==> src/hw/rtl/kcl_pkg.sv <==
// Shared types, key codes and status codes for the keypad code lock.
`default_nettype none

package kcl_pkg;

  // Default code length limits
  localparam int unsigned MaxDigitsDef = 8;
  localparam int unsigned MinDigitsDef = 4;

  typedef logic [3:0] digit_t;

  // Key codes
  localparam logic [3:0] KeyDigitMax = 4'd9;
  localparam logic [3:0] KeyA        = 4'd10;
  localparam logic [3:0] KeyB        = 4'd11;
  localparam logic [3:0] NoEcho      = 4'd15;

  // Failure counter limits
  localparam logic [2:0] MaxFailReset = 3'd3;
  localparam logic [2:0] FailSat      = 3'd7;

  typedef enum logic [3:0] {
    StAccept    = 4'd0,
    StUnlocked  = 4'd1,
    StWrongCode = 4'd2,
    StLockedOut = 4'd3,
    StIgnored   = 4'd4,
    StReleased  = 4'd5,
    StEnterNew  = 4'd6,
    StConfirm   = 4'd7,
    StChangeOk  = 4'd8,
    StChangeErr = 4'd9,
    StBoxClosed = 4'd10
  } status_e;

  typedef struct packed {
    logic lockout;
    logic unlocked;
    logic change;
    logic confirm;
  } mode_t;

  // Factory code 1234, zeros beyond
  function automatic digit_t reset_digit(input int unsigned idx);
    digit_t d;
    case (idx)
      0:       d = 4'd1;
      1:       d = 4'd2;
      2:       d = 4'd3;
      3:       d = 4'd4;
      default: d = 4'd0;
    endcase
    return d;
  endfunction

endpackage

`default_nettype wire

==> src/hw/rtl/kcl_code_match.sv <==
// Parallel comparison of two digit codes over their entered length.
`default_nettype none

module kcl_code_match #(
  parameter int unsigned MAX_DIGITS = kcl_pkg::MaxDigitsDef
) (
  input  kcl_pkg::digit_t [MAX_DIGITS-1:0]        a_i,
  input  logic [$clog2(MAX_DIGITS+2)-1:0]          a_len_i,
  input  kcl_pkg::digit_t [MAX_DIGITS-1:0]        b_i,
  input  logic [$clog2(MAX_DIGITS+2)-1:0]          b_len_i,
  output logic                                     match_o
);
  import kcl_pkg::*;

  localparam int unsigned LenW = $clog2(MAX_DIGITS + 2);
  localparam logic [LenW-1:0] MaxLen = LenW'(MAX_DIGITS);

  logic [MAX_DIGITS-1:0] mismatch;

  // Flag differing digits inside the entered length
  always_comb begin
    mismatch = '0;
    for (int i = 0; i < MAX_DIGITS; i++) begin
      if ((LenW'(i) < a_len_i) && (a_i[i] != b_i[i])) begin
        mismatch[i] = 1'b1;
      end
    end
  end

  // Too-long entries never match
  assign match_o = (a_len_i == b_len_i) && (a_len_i <= MaxLen) && !(|mismatch);

endmodule

`default_nettype wire

==> src/hw/rtl/keypad_code_lock.sv <==
// Top level of the keypad code lock: event handling, code storage and handshakes.
`default_nettype none

// Keypad code lock. Takes one keypad event word per cycle unless stalled (key code,
// box-off and key-switch levels) and returns one status word per event, in order.
// Each word passes an input register and then a result register, which holds its
// status; the whole decision (including the parallel digit compares) is made
// combinationally between the two, which sets the rate of one word per clock.
// in_stall_o rises only when the input register holds a word and the result register
// is full and stalled. The failure limit register is written through the cfg port at
// any time the lock is idle; it resets to 3.
module keypad_code_lock #(
  parameter int unsigned MAX_DIGITS = kcl_pkg::MaxDigitsDef,
  parameter int unsigned MIN_DIGITS = kcl_pkg::MinDigitsDef
) (
  input  logic       clk_i,
  input  logic       rst_ni,
  // configuration write
  input  logic       cfg_valid_i,
  output logic       cfg_ready_o,
  input  logic [2:0] cfg_max_failures_i,
  // event input
  input  logic       in_valid_i,
  output logic       in_stall_o,
  input  logic [3:0] key_code_i,
  input  logic       box_off_i,
  input  logic       key_switch_i,
  // status output
  output logic       out_valid_o,
  input  logic       out_stall_i,
  output logic [3:0] status_o,
  output logic [3:0] echo_key_o,
  output logic       is_unlocked_o,
  output logic [2:0] failure_count_o
);
  import kcl_pkg::*;

  localparam int unsigned LenW = $clog2(MAX_DIGITS + 2);
  localparam int unsigned IdxW = $clog2(MAX_DIGITS);
  localparam logic [LenW-1:0] MaxLen = LenW'(MAX_DIGITS);
  localparam logic [LenW-1:0] MinLen = LenW'(MIN_DIGITS);
  localparam logic [LenW-1:0] ResetLen = LenW'(4);

  // Configuration
  logic [2:0] max_fail_q;

  // Input register
  logic       s1_valid_q;
  logic [3:0] key_q;
  logic       box_off_q;
  logic       key_sw_q;

  // Result register
  logic       out_valid_q;
  status_e    status_q;
  logic [3:0] echo_q;
  logic       unlocked_out_q;
  logic [2:0] fail_out_q;

  // Lock state
  digit_t [MAX_DIGITS-1:0] stored_q;
  digit_t [MAX_DIGITS-1:0] entry_q;
  digit_t [MAX_DIGITS-1:0] new_q;
  digit_t [MAX_DIGITS-1:0] conf_q;
  logic [LenW-1:0] stored_len_q, stored_len_d;
  logic [LenW-1:0] entry_len_q, entry_len_d;
  logic [LenW-1:0] new_len_q, new_len_d;
  logic [LenW-1:0] conf_len_q, conf_len_d;
  logic [2:0]      fail_q, fail_d;
  mode_t           mode_q, mode_d;

  logic    advance, fire;
  logic    entry_match, change_match;
  logic    push_entry, push_new, push_conf, commit;
  logic [2:0] fail_inc;
  status_e status_d;
  logic [3:0] echo_d;

  // Handshakes
  assign cfg_ready_o = 1'b1;
  assign advance     = !out_valid_q || !out_stall_i;
  assign fire        = s1_valid_q && advance;
  assign in_stall_o  = s1_valid_q && !advance;

  kcl_code_match #(
    .MAX_DIGITS(MAX_DIGITS)
  ) u_entry_match (
    .a_i     (entry_q),
    .a_len_i (entry_len_q),
    .b_i     (stored_q),
    .b_len_i (stored_len_q),
    .match_o (entry_match)
  );

  kcl_code_match #(
    .MAX_DIGITS(MAX_DIGITS)
  ) u_change_match (
    .a_i     (new_q),
    .a_len_i (new_len_q),
    .b_i     (conf_q),
    .b_len_i (conf_len_q),
    .match_o (change_match)
  );

  // Decide the event held in the input register
  always_comb begin
    mode_d       = mode_q;
    fail_d       = fail_q;
    stored_len_d = stored_len_q;
    entry_len_d  = entry_len_q;
    new_len_d    = new_len_q;
    conf_len_d   = conf_len_q;
    status_d     = StAccept;
    echo_d       = NoEcho;
    push_entry   = 1'b0;
    push_new     = 1'b0;
    push_conf    = 1'b0;
    commit       = 1'b0;
    fail_inc     = (fail_q == FailSat) ? FailSat : fail_q + 3'd1;

    if (box_off_q) begin
      mode_d.unlocked = 1'b0;
      mode_d.change   = 1'b0;
      mode_d.confirm  = 1'b0;
      new_len_d       = '0;
      conf_len_d      = '0;
      status_d        = StBoxClosed;
    end else if (mode_q.lockout) begin
      if (key_sw_q) begin
        mode_d.lockout = 1'b0;
        fail_d         = '0;
        status_d       = StReleased;
      end else begin
        status_d = StLockedOut;
      end
    end else begin
      case (key_q) inside
        [4'd0:KeyDigitMax]: begin
          echo_d = key_q;
          if (mode_q.change && mode_q.confirm) begin
            push_conf = 1'b1;
            if (conf_len_q <= MaxLen) conf_len_d = conf_len_q + LenW'(1);
          end else if (mode_q.change) begin
            push_new = 1'b1;
            if (new_len_q <= MaxLen) new_len_d = new_len_q + LenW'(1);
          end else begin
            push_entry = 1'b1;
            if (entry_len_q <= MaxLen) entry_len_d = entry_len_q + LenW'(1);
          end
        end
        KeyA: begin
          echo_d = key_q;
          if (mode_q.unlocked) begin
            if (entry_match) begin
              fail_d         = '0;
              mode_d.change  = 1'b1;
              mode_d.confirm = 1'b0;
              new_len_d      = '0;
              conf_len_d     = '0;
              status_d       = StEnterNew;
            end else begin
              fail_d = fail_inc;
              if (fail_inc >= max_fail_q) begin
                mode_d.lockout = 1'b1;
                status_d       = StLockedOut;
              end else begin
                status_d = StWrongCode;
              end
            end
            entry_len_d = '0;
          end else begin
            status_d = StIgnored;
          end
        end
        KeyB: begin
          if (mode_q.change && !mode_q.confirm) begin
            echo_d         = key_q;
            mode_d.confirm = 1'b1;
            conf_len_d     = '0;
            status_d       = StConfirm;
          end else if (mode_q.change) begin
            if ((new_len_q >= MinLen) && (new_len_q <= MaxLen) && change_match) begin
              commit       = 1'b1;
              stored_len_d = new_len_q;
              status_d     = StChangeOk;
            end else begin
              status_d = StChangeErr;
            end
            fail_d         = '0;
            mode_d.change  = 1'b0;
            mode_d.confirm = 1'b0;
            new_len_d      = '0;
            conf_len_d     = '0;
          end else begin
            if (entry_match) begin
              mode_d.unlocked = 1'b1;
              fail_d          = '0;
              status_d        = StUnlocked;
            end else begin
              fail_d = fail_inc;
              if (fail_inc >= max_fail_q) begin
                mode_d.lockout = 1'b1;
                status_d       = StLockedOut;
              end else begin
                status_d = StWrongCode;
              end
            end
            entry_len_d = '0;
          end
        end
        default: begin
        end
      endcase
    end
  end

  // Control registers
  always_ff @(posedge clk_i or negedge rst_ni) begin
    if (!rst_ni) begin
      max_fail_q   <= MaxFailReset;
      s1_valid_q   <= 1'b0;
      out_valid_q  <= 1'b0;
      stored_len_q <= ResetLen;
      entry_len_q  <= '0;
      new_len_q    <= '0;
      conf_len_q   <= '0;
      fail_q       <= '0;
      mode_q       <= '0;
      for (int i = 0; i < MAX_DIGITS; i++) begin
        stored_q[i] <= reset_digit(i);
      end
    end else begin
      if (cfg_valid_i && cfg_ready_o) max_fail_q <= cfg_max_failures_i;
      // advance the input register
      if (!in_stall_o) s1_valid_q <= in_valid_i;
      // advance the result register
      if (advance) out_valid_q <= s1_valid_q;
      if (fire) begin
        stored_len_q <= stored_len_d;
        entry_len_q  <= entry_len_d;
        new_len_q    <= new_len_d;
        conf_len_q   <= conf_len_d;
        fail_q       <= fail_d;
        mode_q       <= mode_d;
        if (commit) begin
          for (int i = 0; i < MAX_DIGITS; i++) begin
            stored_q[i] <= (LenW'(i) < new_len_q) ? new_q[i] : '0;
          end
        end
      end
    end
  end

  // Payload registers and digit buffers
  always_ff @(posedge clk_i) begin
    if (!in_stall_o && in_valid_i) begin
      key_q     <= key_code_i;
      box_off_q <= box_off_i;
      key_sw_q  <= key_switch_i;
    end
    if (fire) begin
      status_q       <= status_d;
      echo_q         <= echo_d;
      unlocked_out_q <= mode_d.unlocked;
      fail_out_q     <= fail_d;
      // store digits; drop those past the buffer
      if (push_entry && (entry_len_q < MaxLen)) entry_q[entry_len_q[IdxW-1:0]] <= key_q;
      if (push_new && (new_len_q < MaxLen))     new_q[new_len_q[IdxW-1:0]]     <= key_q;
      if (push_conf && (conf_len_q < MaxLen))   conf_q[conf_len_q[IdxW-1:0]]   <= key_q;
    end
  end

  assign out_valid_o     = out_valid_q;
  assign status_o        = status_q;
  assign echo_key_o      = echo_q;
  assign is_unlocked_o   = unlocked_out_q;
  assign failure_count_o = fail_out_q;

  // Checks
  a_confirm_in_change: assert property (@(posedge clk_i) disable iff (!rst_ni)
    mode_q.confirm |-> mode_q.change)
    else $error("confirm flag set outside change mode");

  a_change_when_open: assert property (@(posedge clk_i) disable iff (!rst_ni)
    mode_q.change |-> mode_q.unlocked)
    else $error("change mode while box not unlocked");

  a_stored_len_range: assert property (@(posedge clk_i) disable iff (!rst_ni)
    stored_len_q <= MaxLen)
    else $error("stored code length out of range");

  a_stall_needs_word: assert property (@(posedge clk_i) disable iff (!rst_ni)
    in_stall_o |-> s1_valid_q)
    else $error("input stalled with empty input register");

  a_unlock_clears_fail: assert property (@(posedge clk_i) disable iff (!rst_ni)
    (out_valid_q && (status_q == StUnlocked)) |-> (fail_out_q == 3'd0))
    else $error("failure count not cleared on unlock");

endmodule

`default_nettype wire

==> config.mk <==
export PLATFORM = sky130hd
export DESIGN_NAME = keypad_code_lock
export DESIGN_NICKNAME = d
export VERILOG_FILES = /design/src/hw/rtl/kcl_pkg.sv /design/src/hw/rtl/kcl_code_match.sv /design/src/hw/rtl/keypad_code_lock.sv
export SDC_FILE = /design/constraint.sdc
export NUM_CORES = 1
export LEC_CHECK = 0
export ABC_AREA = 1
export BUFFER_PORTS_ARGS = -buffer_cell sky130_fd_sc_hd__buf_2
export CAP_MARGIN = 0
export CORE_MARGIN = 1
export CORE_UTILIZATION = 30
export DETAILED_ROUTE_END_ITERATION = 12
export SETUP_SLACK_MARGIN = 0.5
export SYNTH_ARGS = -nofsm -noshare
export SYNTH_HDL_FRONTEND = slang
export SYNTH_SLANG_ARGS = --single-unit
==> constraint.sdc <==
create_clock -name clk_i -period 3.3 [get_ports clk_i]
set_input_delay 0.33 -clock clk_i [delete_from_list [all_inputs] [get_ports clk_i]]
set_output_delay 0.33 -clock clk_i [all_outputs]
set_load 0.005 [all_outputs]
== After elaboration in Yosys (flattened, before gate mapping) ==
Cells that the tools add are included.
Operators by class
  $add $sub $neg: 4
  magnitude comparators: 32
  equal/unequal tests: 40
  mux-type cells: 134
  bitwise logic cells: 5
  reductions and logical operators: 61
Operators by type and width (number)
  $mux 4: 51
  $bwmux 32: 3
  $ne 4x4->1: 16
  $mux 1: 54
  $mux 3: 17
  $demux 4 s3: 3
  $logic_and 1x1->1: 34
  $lt 3x4->1 const A: 8
  $ne 3x3->1 const B: 7
  $reduce_and 10->1: 2
  $le 4x4->1 const B: 4
  $lt 1x4->1 const A: 4
  $lt 2x4->1 const A: 4
  $reduce_or 8->1: 2
  $reduce_and 7->1: 2
  $add 4x1->4 const B: 3
  $lt 3x4->1 const B: 3
  $lt 4x4->1 const B: 3
  $mux 2: 6
  $ne 4x4->1 const B: 3
  $reduce_and 2->1: 5
  $ge 3x1->1 const B: 3
  $ne 3x2->1 const B: 3
  $reduce_and 9->1: 1
  other kinds (18): 35
Word-level totals
  bits in registers: 174
  bits of input ports: 14
  output and inout bits: 15
  word-level logic and storage cells: 327

== Depth between registers and ports, before layout ==
Gate-level depths: netlist (run 1).
  depth after elaboration: 16
  mapped depth: 15

== Modules after synthesis ==
From an unflattened synthesis (run 1), not the netlist that was laid out.
Unflattened totals
  cells, all modules: 895
  area, all modules: 8403.1 um2
By module, submodules not included
  keypad_code_lock: times used 1, cells each 585, area each 7011.7 um2, sequential area each 4934.7 um2
  kcl_code_match: times used 2, cells each 155, area each 695.7 um2, sequential area each 0.0 um2

== Least setup slack after synthesis (run 1) ==
Ideal clock, no wire load.
  path kind: register to register
  from: register key_q[1]
  to: register entry_q[10] (netlist bit) (enable)
  setup time: 361 ps
  arrival: 1832 ps
  data required time: 2939 ps
  path slack: 1107 ps
  stages on the path, launching flop included: 7
  path through: edfxtp_1 > o21ai_1 > buf_2 > nand2_1 > nor3_1 > nand2_1 > nor3_1
Between the ends
  cells in the longest elaborated chain, start to end: 7
  elaborated cells between the ends (all ways): 8
  those cells by class: order compare (2); mux (3); reduce/logical (3)
Ends and longest elaborated chain
  from (decl): RTL line keypad_code_lock.sv:49  | logic [3:0] key_q;
  from (signal assigned): RTL line keypad_code_lock.sv:257  | key_q <= key_code_i;
  $ge 4x1->1 (no source line) or $le 4x4->1 (tied branches)
  $logic_and 1x1->1 (no source line) (*)
  $mux 1 (*): RTL line keypad_code_lock.sv:137  | case (key_q) inside
  $mux 1 (*): RTL line keypad_code_lock.sv:128  | end else if (mode_q.lockout) begin
  $mux 1 (*): RTL line keypad_code_lock.sv:121  | if (box_off_q) begin
  $logic_and 1x1->1 (*): RTL line keypad_code_lock.sv:267  | if (push_entry && (entry_len_q < MaxLen)) entry_q[entry_len_q[IdxW-1:0]] <= key_q;
  $reduce_and 2->1 (no source line) (*)
  to (signal, indexed assignment): RTL line keypad_code_lock.sv:267
  to (decl): RTL line keypad_code_lock.sv:62  | digit_t [MAX_DIGITS-1:0] entry_q;
Mark *: on every way between the ends. The rest lies on a longest branch, timed or not.
A chain may end at the register's enable or synchronous reset.

== Final worst setup path (run 1) ==
  from: register box_off_q
  to: register new_q[8] (netlist bit) (enable)
Between the ends
  cells in the longest elaborated chain, start to end: 3
Ends and longest elaborated chain
  from (decl): RTL line keypad_code_lock.sv:50  | logic box_off_q;
  from (signal assigned): RTL line keypad_code_lock.sv:258  | box_off_q <= box_off_i;
  $mux 1: RTL line keypad_code_lock.sv:121
  $logic_and 1x1->1: RTL line keypad_code_lock.sv:268  | if (push_new && (new_len_q < MaxLen)) new_q[new_len_q[IdxW-1:0]] <= key_q;
  $reduce_and 2->1 (no source line)
  to (signal, indexed assignment): RTL line keypad_code_lock.sv:268
  to (decl): RTL line keypad_code_lock.sv:63  | digit_t [MAX_DIGITS-1:0] new_q;
No other way between the ends.

==> qor.csv, run 1 <==
metric;value;unit
crit start category;flop;
Worst EP required;3.36;ns
fin crit share;0.7837;
mux cell area share after synthesis;0.001306;
layout net count;1004;
actual slew at the worst max-slew pin;0.8767;ns
clock period minus worst slack;2.586;ns
worst hold path type;primary input to flop;
Antenna Nets Post-Route;0;
Max Freq;386.7;MHz
ratio of cells with drive above 1 in the final layout;0.1897;
WL final;18380;um
Hold Path Origin;key_switch_i;
sequential area share after synthesis;0.5725;
simple logic cell fraction of the synthesized area;0.2459;
antenna cell count;0;
Hold EP;key_sw_q;
first-pass GRT wire length;30040;um
Yosys cell types;43;
largest net degree at the start of global routing;36;
cell taking the most area after synthesis;edfxtp_1;
1st-pass router iterations;5;
r2r startpoint;box_off_q;
Max Cap Viol;0;
RR Endpoint;new_q[8];
# resized after CTS;0;
critical path fanouts, max;13;
worst reg-to-reg path cell count;5;
cell chain of the critical path;nor2_1 -> inv_1 -> nor4_1 -> nand2_1 -> nor3_1;
antenna violations before repair;0;
cell with the most instances after synthesis;nand2_1;
critical path class;flop to flop;
DPL Wire Length;13340;um
top cells by area, synth;edfxtp_1 40%, dfrtp_1 15%, nand2_1 12%, nor2_1 5.0%, inv_1 4.9%;
Critical Path End Type;flop;
number of cell rows;61;
maximum clock path buffer count;2;
largest family of logic cells by synthesized area;simple AND/OR/NAND/NOR gates;
area grow syn2layout;13.96;%
Mapped Cells;931;
Post-synth EDFFs;114;
hold path depth;1;
Most used DFF post-synth;edfxtp_1;
Fin. Hold Viols;0;
full die area;29410;um2
Synth Area in Compound Gates;0.06939;
delay-heaviest family, CP;simple AND/OR/NAND/NOR gates;
Commonest cells post-synth;269 x nand2_1, 114 x edfxtp_1, 114 x nor2_1;
worst reg2reg setup slack;0.71;ns
xor-xnor portion of the synthesized cell area;0.02032;
post-route cell area;9823;um2
Yosys reg bits;174;
clk root buf;clkbuf_16;
RSZ-0062 raised after global routing;no;
1st-iter DRT viols;406;
Num Clock Sinks;174;
status;finished, final reports clean;
Max Slew Vio Count;0;
post-layout util;0.3507;
Post-route DRC;0;
syn_area_per_cell;9.258;um2
Fillers;2835;
vias per cell;4.430;
Wirelength per Cell;13.42;um
asr flop ratio synth;0.3448;
Leakage;4.207;nW
IO Pins;29;
TritonCTS Buffers;17;
# H-tree levels;4;
Clock Skew;0.01017;ns
slowest cell on the critical path;edfxtp_1;
Chip Height;171.5;um
Post-Syn Area;8620;um2
Power Density;553.2;nW/um2
initial core utilization;0.3077;
chip width;171.5;um
routability cong.;0.8979;
top-area cell type share of the netlist area;0.3972;
Peak VDD IR;0.3937;mV
Clock Pin Slew Worst Setup and Hold Paths;0.07;ns
dpl cell area;9225;um2
TNS Setup;0;ns
CTS tree;done;
vias in the first global route;5840;
Overflow after GRT;0;
crit-path max cell delay;0.59;ns
Post-Synth Adder-Cell Area;0.01742;
number of port buffers;27;
Worst Path Arrival;2.65;ns
slew margin rel.;0.4110;
Skew-Pair Late Insertion Delay;0.43;ns
core area;28010;um2
total power;5.434;mW
vias;6064;
Synth warnings;0;
WP buf/inv;1;
syn nets;957;
count of final setup violators;0;
GRT Total Usage;0.1344;
## registers in the layout (all words and copies together) (netlist names), 3 cells and up
name,flops
conf_q,32
entry_q,32
new_q,32
stored_q,32
conf_len_q,4
echo_key_o,4
entry_len_q,4
key_q,4
mode_q,4
new_len_q,4
status_o,4
stored_len_q,4
fail_q,3
failure_count_o,3
max_fail_q,3
## cell type report
type                            count  area (um2)  area share
Sequential cell                   174        4935      0.5024
Multi-Input combinational cell    611        3058      0.3113
Inverter                          131       499.2     0.05082
Tap cell                          378       473.0     0.04815
Clock buffer                       18       429.2     0.04369
Timing Repair Buffer               43       270.3     0.02751
Clock inverter                     14       158.9     0.01618
## cell usage in the layout (no fill, tap or decap), types with 2 or more instances in the layout
| cell type | synthesis | routed |
|---|---|---|
| edfxtp_1 | 114 | 114 |
| clkbuf_16 | 0 | 17 |
| inv_6 | 1 | 6 |
| xor2_1 | 11 | 11 |
| o21ai_1 | 20 | 20 |
| dfrtp_1 | 52 | 52 |
| nand2_2 | 30 | 30 |
| nand3_2 | 3 | 3 |
| inv_2 | 17 | 17 |
| nand3_4 | 2 | 2 |
| ha_1 | 12 | 12 |
| nor2_4 | 4 | 4 |
| xnor2_1 | 9 | 9 |
| buf_2 | 3 | 27 |
| a21oi_1 | 19 | 19 |
| o21ai_0 | 10 | 10 |
| nand4_1 | 8 | 8 |
| dfstp_2 | 8 | 8 |
| clkinvlp_4 | 0 | 4 |
| inv_1 | 112 | 112 |
| buf_4 | 2 | 14 |
| nand2_1 | 269 | 269 |
| o22ai_1 | 2 | 2 |
| bufinv_16 | 0 | 2 |
| nor2_1 | 114 | 114 |
| or2_2 | 2 | 2 |
| nor2_2 | 7 | 7 |
| nor3_1 | 21 | 21 |
| nand3_1 | 22 | 22 |
| o21ai_2 | 33 | 33 |
## how the worst max path moves through the flow
stage / start / to / cells after the start
finish: box_off_q / new_q[8] / 5
detailed placement: box_off_q / conf_q[9] / 6
global route: box_off_q / conf_q[10] / 6
floorplan: key_q[1] / entry_q[10] / 6
global placement: box_off_q / conf_q[8] / 6
CTS: box_off_q / conf_q[11] / 6
## power breakdown
part           switching (mW)  total (mW)  internal [mW]
Combinational           0.590       0.884          0.295
Clock                   0.860        1.99           1.13
Sequential              0.117        2.56           2.44
## metrics by stage
step                      instances  setup slack [ns]  hold slack, ns
after CTS                      1369            0.7323         0.05165
after floorplan                 931             1.107         0.03441
after detailed placement       1336            0.7670          0.3947
after global placement         1336            0.8113          0.3831
final                          1369            0.7139         0.06651
after global routing           1369            0.5504         0.04745
## timing repair
item                                   CTS  global route
hold buffers                             1             0
endpoints found under the hold margin   23             0
buffers inserted                         0             0
## cell families after synthesis
logic type,Yosys count
and+or+nand+nor,487
DFF,174
buffers and inverters,146
AOI/OAI and AO/OA,90
xor gates and xnor gates,20
adders and majority gates,12
other,1
muxes,1
## metal layers
metal	part of all wire	global-route usage	vias to the layer above
met2	0.48	0.2204	128
met5	0	0	-
met3	0.039	0.02370	31
met1	0.46	0.1761	2842
met4	0.019	0.05124	0
li1	-	-	3063
(Power assumes the default switching activity.)
==> inputs of run 2 (changes only) <==
Clock period 3.3 ns to 2.38 ns, I/O delays scaled along.
==> run 2 against run 1 <==
Against the previous run:
- sequential share of layout area down 8.6 points
- worst setup slack worse by 0.48 ns
- sequential power up 39%
- cell area up 21%
- wire length up 18%
- die area unchanged
- utilization up 7.3 points
- combinational power rose to 2.7 times the previous value
- fmax up 20%
- first-iteration DRC count down 5.7%
- flip-flop and latch count unchanged
==> qor.csv, run 2 (same netlist as run 1, synthesis figures left out) <==
metric;value;unit;change
count of final setup violators;0;;unchanged
Num Clock Sinks;174;;unchanged
maximum clock path buffer count;2;;unchanged
ratio of cells with drive above 1 in the final layout;0.3852;;was 0.1897
dpl cell area;9681;um2;was 9225 um2
fin crit share;0.9035;;was 0.7837
slowest cell on the critical path;dfrtp_1;;was edfxtp_1
critical path class;flop to flop;;unchanged
vias in the first global route;6613;;was 5840
Clock Pin Slew Worst Setup and Hold Paths;0.07;ns;about the same
Post-route DRC;0;;unchanged
cell chain of the critical path;ha_2 -> nand2_2 -> inv_2 -> nor2_2 -> ha_1 -> nor2_2 -> o21bai_2 -> a21oi_2 -> nand3_2 -> a21oi_2 -> nor2_2 -> nand2_1 -> a21oi_2;;was nor2_1 -> inv_1 -> nor4_1 -> nand2_1 -> nor3_1
number of cell rows;61;;unchanged
Antenna Nets Post-Route;0;;unchanged
pre-CTS worst setup slack;0.05039;ns;was 0.7670 ns
TritonCTS Buffers;17;;unchanged
most frequent cells in the layout;238 x nand2_1, 114 x edfxtp_1, 100 x inv_1;;was 269 x nand2_1, 114 x nor2_1, 114 x edfxtp_1
Wirelength per Cell;14.62;um;was 13.42 um
status;finished, final reports clean;;unchanged
IO Pins;29;;unchanged
Skew-Pair Late Insertion Delay;0.43;ns;about the same
Max Freq;465.0;MHz;was 386.7 MHz
chip width;171.5;um;unchanged
first-pass GRT wire length;34210;um;was 30040 um
vias per cell;4.520;;was 4.430
clock period minus worst slack;2.150;ns;was 2.586 ns
Power Density;740.6;nW/um2;was 553.2 nW/um2
antenna violations before repair;0;;unchanged
critical path fanouts, max;2;;was 13
vias;6708;;was 6064
GRT Total Usage;0.1525;;was 0.1344
1st-iter DRT viols;383;;was 406
worst hold path type;primary input to flop;;unchanged
clk root buf;clkbuf_16;;unchanged
crit start category;flop;;unchanged
Max Slew Vio Count;0;;unchanged
number of port buffers;27;;unchanged
area grow syn2layout;37.76;%;was 13.96%
Max Cap Viol;0;;unchanged
layout net count;1120;;was 1004
most common cell after layout, fill and taps aside;nand2_1;;unchanged
Critical Path End Type;flop;;unchanged
total power;8.793;mW;was 5.434 mW
Finished Layout Cells;1484;;was 1369
Chip Height;171.5;um;unchanged
delay-heaviest family, CP;simple AND/OR/NAND/NOR gates;;unchanged
initial core utilization;0.3077;;unchanged
antenna cell count;0;;unchanged
Peak VDD IR;0.5333;mV;was 0.3937 mV
1st-pass router iterations;5;;unchanged
CTS tree;done;;unchanged
Inst Count DP;1353;;was 1336
TNS Setup;0;ns;unchanged
full die area;29410;um2;unchanged
Clock Skew;0.007725;ns;was 0.01017 ns
Worst Path Arrival;2.33;ns;was 2.65 ns
RSZ-0062 raised after global routing;yes;;was no
Overflow after GRT;0;;unchanged
Setup WS post-layout;0.2296;ns;was 0.7139 ns
DPL Wire Length;14120;um;was 13340 um
hold slack;0.01428;ns;was 0.06651 ns
core area;28010;um2;unchanged
Worst EP required;2.56;ns;was 3.36 ns
Fin. Hold Viols;0;;unchanged
crit-path max cell delay;0.37;ns;was 0.59 ns
largest net degree at the start of global routing;61;;was 36
routability cong.;0.8496;;was 0.8979
WP buf/inv;1;;unchanged
# H-tree levels;4;;unchanged
Leakage;5.003;nW;was 4.207 nW
post-layout util;0.4239;;was 0.3507
post-route cell area;11870;um2;was 9823 um2
WL final;21700;um;was 18380 um
Fillers;2611;;was 2835
## run 2: changes by cell type in the layout (fill, tap and decap cells not counted), sizes merged
| cell | previous run | this run |
|---|---|---|
| buf | 42 | 152 |
| bufinv | 2 | 3 |
| clkbuf | 18 | 17 |
| clkinv | 2 | 7 |
| dlygate4sd3 | 1 | 7 |
| inv | 137 | 131 |
## run 2: final cells by class
| cell class | count | area (um2) | area share |
|---|---|---|---|
| clock inverters | 14 | 168.9 | 0.01423 |
| clock buffers | 17 | 425.4 | 0.03583 |
| well taps | 378 | 473.0 | 0.03983 |
| repair buffers | 159 | 1445 | 0.1217 |
| multi-input cells | 611 | 3889 | 0.3275 |
| inverters | 131 | 525.5 | 0.04426 |
| flip-flops and latches | 174 | 4947 | 0.4166 |
## run 2: what timing repair did
item | CTS | global route
endpoints found under the hold margin | 58 | 0
gates cloned | 7 | 0
pin swaps | 32 | 41
hold buffers | 7 | 0
resized for setup | 84 | 94
setup buffers | 52 | 34
setup endpoints to repair | 154 | 158
## run 2: layer usage
layer	wire [um]	up-vias	track usage
li1	-	3307	-
met1	9534	3204	0.1931
met2	10990	158	0.2670
met3	816	39	0.02209
met4	359	0	0.04697
met5	0	-	0
## run 2: worst paths after layout
path,start,to,slack [ns],cells past startpoint
setup reg to reg,fail_q[0],status_o[0],0.23,13
hold / removal,cfg_max_failures_i[1],max_fail_q[1],0.01,3
hold reg to reg,stored_q[5],stored_q[5],0.49,2
setup / recovery,fail_q[0],status_o[0],0.23,13
max in group asynchronous,rst_ni,stored_q[0],1.68,3
min in group asynchronous,rst_ni,fail_q[1],0.34,3
## run 2: worst register-to-register path, delay by kind of cell, from the launching register on
| family | cells | cell delay, ns |
|---|---|---|
| DFF | 1 | 0.37 |
| adders and majority gates | 2 | 0.48 |
| AOI/OAI and AO/OA | 4 | 0.48 |
| and+or+nand+nor | 6 | 0.49 |
| buffers and inverters | 1 | 0.10 |
## run 2: power breakdown
group          leakage [nW]  total (mW)  switching (mW)  internal (mW)
registers              1.81        3.56           0.161           3.40
logic                  2.91        2.42            1.36           1.06
clock network         0.281        2.82            1.17           1.65
total                  5.00        8.79            2.69           6.10
